--- config.mk ---
export PLATFORM = sky130hd
export DESIGN_NAME = seed_point_edge_search_core
export DESIGN_NICKNAME = d
export VERILOG_FILES = /design/src/design/spes_pkg.sv /design/src/design/spes_front.sv /design/src/design/spes_fifo.sv /design/src/design/spes_back.sv /design/src/design/seed_point_edge_search_core.sv
export SDC_FILE = /design/constraint.sdc
export NUM_CORES = 1
export LEC_CHECK = 0
export BUFFER_PORTS_ARGS = -buffer_cell sky130_fd_sc_hd__buf_2
export CAP_MARGIN = 20
export CORE_MARGIN = 3
export CORE_UTILIZATION = 45
export DETAILED_ROUTE_END_ITERATION = 10
export SYNTH_ARGS = -nofsm -noshare
export SYNTH_HDL_FRONTEND = slang
export SYNTH_HIERARCHICAL = 1
export SYNTH_SLANG_ARGS = --single-unit
--- constraint.sdc ---
create_clock -name i_clk -period 3.5 [get_ports i_clk]
set_clock_uncertainty 0.2 [all_clocks]
set_input_delay 0.7 -clock i_clk [delete_from_list [all_inputs] [get_ports i_clk]]
set_output_delay 0.7 -clock i_clk [all_outputs]
set_load 0.005 [all_outputs]
--- src/design/spes_pkg.sv ---
`default_nettype none
// ----------------------------------------------------------------------------
// spes_pkg - shared types and constants for the seed point edge search
// Frame limits, field widths, the per-pixel record handed from the front end
// to the back end, queue status and register indexes.
// ----------------------------------------------------------------------------
package spes_pkg;

    // largest frame the position counters cover
    localparam int MAX_COLS = 2048;
    localparam int MAX_ROWS = 2048;

    localparam int COL_W = $clog2(MAX_COLS);
    localparam int ROW_W = $clog2(MAX_ROWS);

    // fixed field widths
    localparam int PIX_W  = 32;
    localparam int SEED_W = 11;
    localparam int SIZE_W = 12;
    localparam int OUT_W  = 11;

    // result packing: four fields, padded to whole bytes
    localparam int OUT_FIELDS_W = 4 * OUT_W;
    localparam int OUT_TDATA_W  = ((OUT_FIELDS_W + 7) / 8) * 8;
    localparam int OUT_PAD_W    = OUT_TDATA_W - OUT_FIELDS_W;

    // compare and sum widths
    localparam int CCMP_W = (COL_W > SEED_W) ? COL_W : SEED_W;
    localparam int RCMP_W = (ROW_W > SEED_W) ? ROW_W : SEED_W;
    localparam int CSUM_W = ((COL_W > OUT_W) ? COL_W : OUT_W) + 1;
    localparam int RSUM_W = ((ROW_W > OUT_W) ? ROW_W : OUT_W) + 1;
    localparam int CSZ_W  = ($clog2(MAX_COLS + 1) > SIZE_W) ? $clog2(MAX_COLS + 1) : SIZE_W;
    localparam int RSZ_W  = ($clog2(MAX_ROWS + 1) > SIZE_W) ? $clog2(MAX_ROWS + 1) : SIZE_W;

    // frame size after reset
    localparam int RST_FRAME_COLS = 1280;
    localparam int RST_FRAME_ROWS = 720;

    // configuration port
    localparam int CFG_AW = 2;
    localparam int CFG_DW = SIZE_W;

    typedef enum logic [CFG_AW-1:0] {
        CFG_SEED_COL   = 2'd0,
        CFG_SEED_ROW   = 2'd1,
        CFG_FRAME_COLS = 2'd2,
        CFG_FRAME_ROWS = 2'd3
    } t_cfg_idx;

    // decoupling queue
    localparam int Q_DEPTH = 4;
    localparam int Q_AW    = $clog2(Q_DEPTH);
    localparam int Q_CW    = $clog2(Q_DEPTH + 1);

    // one classified pixel
    typedef struct packed {
        logic             first;     // pixel at (0,0): restart edge state
        logic             top_hit;   // marked, seed column, at or above seed
        logic             bot_hit;   // marked, seed column, at or below seed
        logic             left_hit;  // marked, seed row, at or left of seed
        logic             right_hit; // marked, seed row, at or right of seed
        logic             last;      // last pixel of the frame
        logic [ROW_W-1:0] row;
        logic [COL_W-1:0] col;
    } t_pix_rec;

    typedef struct packed {
        logic full;
        logic empty;
    } t_q_stat;

    // last column index for a programmed row length, zero taken as one
    function automatic logic [COL_W-1:0] last_col_of(input logic [SIZE_W-1:0] sz);
        logic [CSZ_W-1:0] w;
        w = CSZ_W'(sz);
        if (w == '0) return '0;
        if (w > CSZ_W'(MAX_COLS)) return COL_W'(MAX_COLS - 1);
        return COL_W'(w - CSZ_W'(1));
    endfunction

    // last row index for a programmed frame height, zero taken as one
    function automatic logic [ROW_W-1:0] last_row_of(input logic [SIZE_W-1:0] sz);
        logic [RSZ_W-1:0] w;
        w = RSZ_W'(sz);
        if (w == '0) return '0;
        if (w > RSZ_W'(MAX_ROWS)) return ROW_W'(MAX_ROWS - 1);
        return ROW_W'(w - RSZ_W'(1));
    endfunction

endpackage
`default_nettype wire

--- src/design/spes_front.sv ---
`default_nettype none
// ----------------------------------------------------------------------------
// spes_front - pixel position tracking and classification
// Keeps the raster position, tags each accepted pixel with its hits against
// the seed row and column and pushes the record into the queue.
// ----------------------------------------------------------------------------
module spes_front (
    input  logic                         i_clk,
    input  logic                         i_rst_n,
    input  logic                         i_pix_valid,
    input  logic [spes_pkg::PIX_W-1:0]   i_pixel_value,
    input  logic                         i_frame_start,
    input  logic [spes_pkg::SEED_W-1:0]  i_seed_col,
    input  logic [spes_pkg::SEED_W-1:0]  i_seed_row,
    input  logic [spes_pkg::COL_W-1:0]   i_last_col,
    input  logic [spes_pkg::ROW_W-1:0]   i_last_row,
    input  spes_pkg::t_q_stat            i_q_stat,
    output logic                         o_push,
    output spes_pkg::t_pix_rec           o_rec
);

    logic [spes_pkg::COL_W-1:0] r_col, n_col;
    logic [spes_pkg::ROW_W-1:0] r_row, n_row;
    logic [spes_pkg::COL_W-1:0] w_c;
    logic [spes_pkg::ROW_W-1:0] w_r;
    logic                       w_marked;
    logic                       w_on_col;
    logic                       w_on_row;
    logic                       w_accept;

    assign w_accept = i_pix_valid && !i_q_stat.full;
    assign o_push   = w_accept;

    always_comb begin
        // frame start pins this pixel to the origin
        w_c      = i_frame_start ? '0 : r_col;
        w_r      = i_frame_start ? '0 : r_row;
        w_marked = (i_pixel_value != '0) && (i_pixel_value != '1);
        w_on_col = spes_pkg::CCMP_W'(w_c) == spes_pkg::CCMP_W'(i_seed_col);
        w_on_row = spes_pkg::RCMP_W'(w_r) == spes_pkg::RCMP_W'(i_seed_row);

        o_rec.first     = (w_c == '0) && (w_r == '0);
        o_rec.top_hit   = w_marked && w_on_col &&
                          (spes_pkg::RCMP_W'(w_r) <= spes_pkg::RCMP_W'(i_seed_row));
        o_rec.bot_hit   = w_marked && w_on_col &&
                          (spes_pkg::RCMP_W'(w_r) >= spes_pkg::RCMP_W'(i_seed_row));
        o_rec.left_hit  = w_marked && w_on_row &&
                          (spes_pkg::CCMP_W'(w_c) <= spes_pkg::CCMP_W'(i_seed_col));
        o_rec.right_hit = w_marked && w_on_row &&
                          (spes_pkg::CCMP_W'(w_c) >= spes_pkg::CCMP_W'(i_seed_col));
        o_rec.last      = (w_c == i_last_col) && (w_r == i_last_row);
        o_rec.row       = w_r;
        o_rec.col       = w_c;
    end

    // raster advance, wrapping positions left beyond a shrunk frame
    always_comb begin
        n_col = r_col;
        n_row = r_row;
        if (w_accept) begin
            if (w_c >= i_last_col) begin
                n_col = '0;
                n_row = (w_r >= i_last_row) ? '0 : w_r + spes_pkg::ROW_W'(1);
            end else if (w_r > i_last_row) begin
                n_col = '0;
                n_row = '0;
            end else begin
                n_col = w_c + spes_pkg::COL_W'(1);
                n_row = w_r;
            end
        end
    end

    always_ff @(posedge i_clk) begin
        if (!i_rst_n) begin
            r_col <= '0;
            r_row <= '0;
        end else begin
            r_col <= n_col;
            r_row <= n_row;
        end
    end

endmodule
`default_nettype wire

--- src/design/spes_fifo.sv ---
`default_nettype none
// ----------------------------------------------------------------------------
// spes_fifo - short record queue between front and back end
// Small register-based fifo; the head is visible while not empty.
// ----------------------------------------------------------------------------
module spes_fifo (
    input  logic               i_clk,
    input  logic               i_rst_n,
    input  logic               i_push,
    input  spes_pkg::t_pix_rec i_rec,
    input  logic               i_pop,
    output spes_pkg::t_pix_rec o_head,
    output spes_pkg::t_q_stat  o_stat
);

    spes_pkg::t_pix_rec        r_mem [spes_pkg::Q_DEPTH];
    logic [spes_pkg::Q_AW-1:0] r_wr_ptr;
    logic [spes_pkg::Q_AW-1:0] r_rd_ptr;
    logic [spes_pkg::Q_CW-1:0] r_count;

    assign o_stat.full  = r_count == spes_pkg::Q_CW'(spes_pkg::Q_DEPTH);
    assign o_stat.empty = r_count == '0;
    assign o_head       = r_mem[r_rd_ptr];

    always_ff @(posedge i_clk) begin
        if (i_push) begin
            r_mem[r_wr_ptr] <= i_rec;
        end
    end

    always_ff @(posedge i_clk) begin
        if (!i_rst_n) begin
            r_wr_ptr <= '0;
            r_rd_ptr <= '0;
            r_count  <= '0;
        end else begin
            if (i_push) begin
                r_wr_ptr <= r_wr_ptr + spes_pkg::Q_AW'(1);
            end
            if (i_pop) begin
                r_rd_ptr <= r_rd_ptr + spes_pkg::Q_AW'(1);
            end
            if (i_push && !i_pop) begin
                r_count <= r_count + spes_pkg::Q_CW'(1);
            end else if (!i_push && i_pop) begin
                r_count <= r_count - spes_pkg::Q_CW'(1);
            end
        end
    end

endmodule
`default_nettype wire

--- src/design/spes_back.sv ---
`default_nettype none
// ----------------------------------------------------------------------------
// spes_back - edge tracking and result generation
// Applies each record to the edge state and, on the last pixel of a frame,
// forms the edge and centre values in the output register.
// ----------------------------------------------------------------------------
module spes_back (
    input  logic                              i_clk,
    input  logic                              i_rst_n,
    input  spes_pkg::t_q_stat                 i_q_stat,
    input  spes_pkg::t_pix_rec                i_rec,
    output logic                              o_pop,
    output logic                              o_m_tvalid,
    input  logic                              i_m_tready,
    output logic [spes_pkg::OUT_TDATA_W-1:0]  o_m_tdata
);

    logic [spes_pkg::ROW_W-1:0]       r_top, r_bot;
    logic [spes_pkg::COL_W-1:0]       r_left, r_right;
    logic                             r_bot_found, r_right_found;
    logic                             r_out_valid;
    logic [spes_pkg::OUT_TDATA_W-1:0] r_out_data;

    logic [spes_pkg::ROW_W-1:0]       w_top, w_bot, w_bot_sel;
    logic [spes_pkg::COL_W-1:0]       w_left, w_right, w_right_sel;
    logic                             w_bot_found, w_right_found;
    logic                             w_bot_take, w_right_take;
    logic [spes_pkg::CSUM_W-1:0]      w_csum;
    logic [spes_pkg::RSUM_W-1:0]      w_rsum;

    // a frame-end record waits while the output register is held
    assign o_pop      = !i_q_stat.empty && (!i_rec.last || !r_out_valid || i_m_tready);
    assign o_m_tvalid = r_out_valid;
    assign o_m_tdata  = r_out_data;

    always_comb begin
        w_bot_take    = i_rec.bot_hit && !(r_bot_found && !i_rec.first);
        w_right_take  = i_rec.right_hit && !(r_right_found && !i_rec.first);
        w_top         = i_rec.top_hit ? i_rec.row : (i_rec.first ? '0 : r_top);
        w_left        = i_rec.left_hit ? i_rec.col : (i_rec.first ? '0 : r_left);
        w_bot         = w_bot_take ? i_rec.row : r_bot;
        w_right       = w_right_take ? i_rec.col : r_right;
        w_bot_found   = (r_bot_found && !i_rec.first) || w_bot_take;
        w_right_found = (r_right_found && !i_rec.first) || w_right_take;
        // on the last pixel its own position is the far frame edge
        w_bot_sel     = w_bot_found ? w_bot : i_rec.row;
        w_right_sel   = w_right_found ? w_right : i_rec.col;
        w_csum        = spes_pkg::CSUM_W'(w_left) + spes_pkg::CSUM_W'(w_right_sel);
        w_rsum        = spes_pkg::RSUM_W'(w_top) + spes_pkg::RSUM_W'(w_bot_sel);
    end

    always_ff @(posedge i_clk) begin
        if (!i_rst_n) begin
            r_top         <= '0;
            r_bot         <= '0;
            r_left        <= '0;
            r_right       <= '0;
            r_bot_found   <= 1'b0;
            r_right_found <= 1'b0;
            r_out_valid   <= 1'b0;
        end else begin
            if (o_pop) begin
                r_top         <= w_top;
                r_bot         <= w_bot;
                r_left        <= w_left;
                r_right       <= w_right;
                r_bot_found   <= w_bot_found;
                r_right_found <= w_right_found;
            end
            if (o_pop && i_rec.last) begin
                r_out_valid <= 1'b1;
            end else if (i_m_tready) begin
                r_out_valid <= 1'b0;
            end
        end
    end

    always_ff @(posedge i_clk) begin
        if (o_pop && i_rec.last) begin
            r_out_data <= {{spes_pkg::OUT_PAD_W{1'b0}},
                           w_rsum[spes_pkg::OUT_W:1],
                           w_csum[spes_pkg::OUT_W:1],
                           spes_pkg::OUT_W'(w_right_sel),
                           spes_pkg::OUT_W'(w_left)};
        end
    end

endmodule
`default_nettype wire

--- src/design/seed_point_edge_search_core.sv ---
`default_nettype none
// ----------------------------------------------------------------------------
// seed_point_edge_search_core - nearest marked pixel around a seed point
// Scans a raster stream of label pixels and reports the left and right edge
// columns on the seed row plus the centre column and row once per frame.
// ----------------------------------------------------------------------------
//
//  channel   direction  handshake                 content
//  --------  ---------  ------------------------  -----------------------------
//  s_axis    in         i_s_axis_tvalid/o_tready  one label pixel per request
//  m_axis    out        o_m_axis_tvalid/i_tready  one edge result per frame
//  cfg       in         i_cfg_we                  seed and frame size registers
//
//  one pixel per clock sustained while the queue has room; a frame result is
//  registered behind the queue: its last pixel is pushed into the queue, then
//  the back end pops that record and loads the output register
//  synchronous active-low reset clears position, edge state, queue and result
//  a four-entry queue between front and back end absorbs result stalls; the
//  input request is held off only while that queue is full
//  registers take effect on the next pixel after the write
//
module seed_point_edge_search_core (
    input  logic                              i_clk,
    input  logic                              i_rst_n,
    // pixel stream
    input  logic                              i_s_axis_tvalid,
    output logic                              o_s_axis_tready,
    input  logic [spes_pkg::PIX_W-1:0]        i_s_axis_tdata,  // [31:0] pixel_value
    input  logic                              i_s_axis_tuser,  // [0] frame_start
    // result stream
    output logic                              o_m_axis_tvalid,
    input  logic                              i_m_axis_tready,
    // [10:0] left_col, [21:11] right_col, [32:22] center_col,
    // [43:33] center_row, [47:44] zero
    output logic [spes_pkg::OUT_TDATA_W-1:0]  o_m_axis_tdata,
    // register writes
    input  logic                              i_cfg_we,
    input  logic [spes_pkg::CFG_AW-1:0]       i_cfg_idx,
    input  logic [spes_pkg::CFG_DW-1:0]       i_cfg_wdata
);

    // seed point and effective frame limits (held as last index)
    logic [spes_pkg::SEED_W-1:0] r_seed_col;
    logic [spes_pkg::SEED_W-1:0] r_seed_row;
    logic [spes_pkg::COL_W-1:0]  r_last_col;
    logic [spes_pkg::ROW_W-1:0]  r_last_row;

    // front to queue to back
    logic                        w_push;
    logic                        w_pop;
    spes_pkg::t_pix_rec          w_rec_in;
    spes_pkg::t_pix_rec          w_rec_head;
    spes_pkg::t_q_stat           w_q_stat;

    // register writes; frame sizes are clamped here so the datapath only
    // ever sees a legal last index
    always_ff @(posedge i_clk) begin
        if (!i_rst_n) begin
            r_seed_col <= '0;
            r_seed_row <= '0;
            r_last_col <= spes_pkg::last_col_of(spes_pkg::SIZE_W'(spes_pkg::RST_FRAME_COLS));
            r_last_row <= spes_pkg::last_row_of(spes_pkg::SIZE_W'(spes_pkg::RST_FRAME_ROWS));
        end else if (i_cfg_we) begin
            unique case (i_cfg_idx)
                spes_pkg::CFG_SEED_COL: begin
                    r_seed_col <= i_cfg_wdata[spes_pkg::SEED_W-1:0];
                end
                spes_pkg::CFG_SEED_ROW: begin
                    r_seed_row <= i_cfg_wdata[spes_pkg::SEED_W-1:0];
                end
                spes_pkg::CFG_FRAME_COLS: begin
                    r_last_col <= spes_pkg::last_col_of(i_cfg_wdata);
                end
                spes_pkg::CFG_FRAME_ROWS: begin
                    r_last_row <= spes_pkg::last_row_of(i_cfg_wdata);
                end
            endcase
        end
    end

    // accept side ready only depends on queue space
    assign o_s_axis_tready = !w_q_stat.full;

    // position tracking and hit classification
    spes_front u_front (
        .i_clk         (i_clk),
        .i_rst_n       (i_rst_n),
        .i_pix_valid   (i_s_axis_tvalid),
        .i_pixel_value (i_s_axis_tdata),
        .i_frame_start (i_s_axis_tuser),
        .i_seed_col    (r_seed_col),
        .i_seed_row    (r_seed_row),
        .i_last_col    (r_last_col),
        .i_last_row    (r_last_row),
        .i_q_stat      (w_q_stat),
        .o_push        (w_push),
        .o_rec         (w_rec_in)
    );

    // decoupling queue
    spes_fifo u_fifo (
        .i_clk   (i_clk),
        .i_rst_n (i_rst_n),
        .i_push  (w_push),
        .i_rec   (w_rec_in),
        .i_pop   (w_pop),
        .o_head  (w_rec_head),
        .o_stat  (w_q_stat)
    );

    // edge state and result register
    spes_back u_back (
        .i_clk      (i_clk),
        .i_rst_n    (i_rst_n),
        .i_q_stat   (w_q_stat),
        .i_rec      (w_rec_head),
        .o_pop      (w_pop),
        .o_m_tvalid (o_m_axis_tvalid),
        .i_m_tready (i_m_axis_tready),
        .o_m_tdata  (o_m_axis_tdata)
    );

`ifndef SYNTH
    // the queue only fills up behind a frame result that is being held
    a_full_needs_held_result : assert property (
        @(posedge i_clk) disable iff (!i_rst_n)
        !o_s_axis_tready |-> o_m_axis_tvalid
    ) else $error("pixel queue full without a pending result");

    // a result appears only after a frame-end record left the queue
    a_result_from_frame_end : assert property (
        @(posedge i_clk) disable iff (!i_rst_n)
        $rose(o_m_axis_tvalid) |-> $past(w_pop && w_rec_head.last)
    ) else $error("result raised without a frame-end pixel");
`endif

endmodule
`default_nettype wire

==> impl_metrics.csv <==
group,metric,value,unit
status,status,"finished, final reports clean",
power_and_ir_drop,powerDensity,757,nW/um2
power_and_ir_drop,clockPowerShare,26.2,%
synthesis,ys_ff_latch,278,
synthesis,ys_async_sr_fraction,0,%
place,place_congestion,0.895,
synthesis,synthMuxAreaShare,9.68,%
clock_network,ctsHoldBuffers,0,
hold_path,min_delay_path_depth,2,
setup_path,rrSetupSlack,0.16,ns
die,initial_core_util,45.8,%
sta,setup_viol,0,
power_and_ir_drop,p_switching,4.15,mW
power_and_ir_drop,seqPwrFrac,36.4,%
power_and_ir_drop,leakagePower,6.51,nW
die,die_h,183,um
hold_path,hold_class,"flop to flop",
setup_path,arrival,3.45,ns
routing,drt_first_pass_iters,5,
die,pin_count,102,
routing,drtIter0Drc,557,
layout,layout.nets,1528,
setup_path,crit_path_start_kind,"flop",
sta,slew_headroom,51.6,%
grt,track_usage,19.0,%
layout,mostFrequentLayoutCell,"edfxtp_1",
setup_path,cp.required,3.61,ns
synthesis,syn_avg_cell_area,11.2,um2
routing,drc,0,
clock_network,cts_max_level,1,
place,hpwl,22700,um
place,io_buffers,97,
layout,fill_cells,2761,
place,dpl_cell_area,15300,um2
synthesis,synth_adder_area_share,6.87,%
synthesis,synth-simple-area-share,14.8,%
die,core,30700,um2
routing,routed_wl,31700,um
synthesis,synth_cells,1254,
synthesis,synth.distinct_cells,91,
sta,setup_tns,0,ns
synthesis,netlist_area,14100,um2
synthesis,synth_xor_area_share,1.68,%
hold_path,hp-start,"u_back/r_bot[4]",
die,die-area,33500,um2
clock_network,cts_sinks,278,
setup_path,cp-end-kind,"flop",
sta,max_freq,300,MHz
clock_network,worstSkewPairLatency,0.57,ns
synthesis,synth_top_family_by_area,"simple AND/OR/NAND/NOR gates",
layout,drive_above_1_share,21.6,%
clock_network,clk_pin_slew,0.06,ns
grt,antenna_found_initial,0,
sta,period_needed,3.34,ns
synthesis,ys.warnings.count,6,
clock_network,cts_made_buffers,31,
sta,finalCritPeriodShare,95.4,%
sta,rsz0062_at_grt,"no",
clock_network,cts_tree,"done",
clock_network,clk_path_buf_depth,3,
sta,slew_violations,0,
setup_path,rr_worst_depth,10,
routing,vias,9885,
synthesis,ys_seq_area_share,50.6,%
layout,fin_area,16500,um2
grt,grt_max_degree,54,
synthesis,synthFlopType,"edfxtp_1",
routing,drtAntennaViolNets,0,
run,cap_viol_max_count,0,
power_and_ir_drop,internal-power,8.31,mW
sta,worst_slew_pin_slew,0.723,ns
sta,hold_viol,0,
power_and_ir_drop,irDropWorstVdd,0.411,mV
setup_path,crit_type,"flop to flop",
grt,grt_overflow,0,
power_and_ir_drop,swShare,33.3,%
synthesis,synth_edf_count,156,
layout,fin_util,53.5,%
layout,diodes,0,
layout,final_cell_mix,"edfxtp_1, nand2_1, dfxtp_1",
hold_path,hold_end,"u_back/r_bot[4]",
setup_path,path_max_fanout,6,
routing,wire_per_inst,17.4,um
synthesis,synth-compound-area-share,12.1,%
layout,syn_to_final_growth,16.8,%
die,die_w,183,um
grt,grt_pass1_wl,51700,um
clock_network,cts_root_buf,"clkbuf_16",
grt,grt_pass1_vias,9793,
power_and_ir_drop,comb_power_share,37.4,%
routing,vias_per_cell,5.42,
setup_path,r2r-end,"u_back/o_m_tdata[42]",
die,row_count,64,
-- logic make-up after synthesis --
family / count (synthesis)
AO/OA/AOI/OAI: 240
XOR/XNOR: 27
adder cells (fa/ha/maj): 76
buffers and inverters: 134
flip-flops: 278
multiplexers: 95
other: 1
AND/OR/NAND/NOR: 403
-- state kept, by name, indices dropped and copies added (netlist names), 3 cells and up, named ones only --
name / cells
u_fifo/r_count: 3
r_seed_col: 11
r_last_row: 11
u_back/r_left: 11
u_front/r_col: 11
u_back/o_m_tdata: 44
u_fifo/r_mem: 112
u_back/r_top: 11
r_seed_row: 11
u_back/r_right: 11
u_front/r_row: 11
r_last_col: 11
u_back/r_bot: 11
-- through the flow --
step	worst slack, ns	std cells	power (mW)	hold WS, ns
final	0.162	1824	12.5	0.248
after global routing	0.0131	1824	13.3	0.272
after CTS	0.0562	1820	12.5	0.237
after detailed placement	0.0500	1762	9.19	0.242
after global placement	0.130	1762	9.12	0.238
after floorplan	0.0106	1257	7.98	0.233
-- metal layers --
layer	wire, um	global-route usage, %
met1	14900	26.0
met2	15100	32.4
met3	1010	2.30
met4	703	4.60
met5	0	0
-- critical path, stage by stage, from the launching register on --
cell	delay (ns)
dfxtp_4	0.39
mux4_2	0.57
nand2b_4	0.21
mux2_2	0.29
ha_1	0.34
nor2b_2	0.18
o31a_1	0.34
buf_4	0.15
o21ba_1	0.16
o211ai_1	0.15
nand3_1	0.09
-- cell usage after synthesis (all sizes together), types with 30 or more instances --
cell type | n | share of area [%]
nor2 | 65 | 1.7
ha | 70 | 6.2
o21ai | 57 | 2.0
inv | 78 | 2.1
a21oi | 52 | 2.0
mux2i | 41 | 2.9
nor2b | 53 | 2.4
dfxtp | 122 | 17
edfxtp | 156 | 33
nand2 | 131 | 3.5
buf | 30 | 1.5
a21boi | 31 | 1.8
-- how the worst max path moves through the flow --
stage                                 endpoint  slack [ns]
after floorplan               u_front/r_col[3]        0.01
after global placement    u_back/o_m_tdata[31]        0.13
after detailed placement      u_front/r_col[0]        0.05
after CTS                 u_back/o_m_tdata[31]        0.06
after global routing      u_back/o_m_tdata[26]        0.01
final                     u_back/o_m_tdata[42]        0.16
-- area by class of cell --
type                    instances  area (um2)  area share [%]
inverters                      78         293            1.78
clock buffers                  38         812            4.93
flip-flops and latches        278        7130            43.3
repair buffers                169        1080            6.56
clock inverters                20         221            1.35
well taps                     396         495            3.01
multi-input cells             845        6430            39.0
-- power groups by stage --
| stage | Sequential, mW | Clock [mW] | Combinational, mW |
|---|---|---|---|
| final | 4.54 | 3.26 | 4.66 |
| after global routing | 4.61 | 3.48 | 5.23 |
| after CTS | 4.54 | 3.35 | 4.62 |
| after detailed placement | 4.60 | 0 | 4.59 |
| after global placement | 4.58 | 0 | 4.53 |
| after floorplan | 4.59 | 0 | 3.39 |
-- what timing repair did --
| item | CTS | global route |
|---|---|---|
| resized for setup | 0 | 17 |
| setup endpoints to repair | 0 | 7 |
| buffers inserted | 0 | 4 |
No activity file was read; power rests on OpenSTA's default activity.
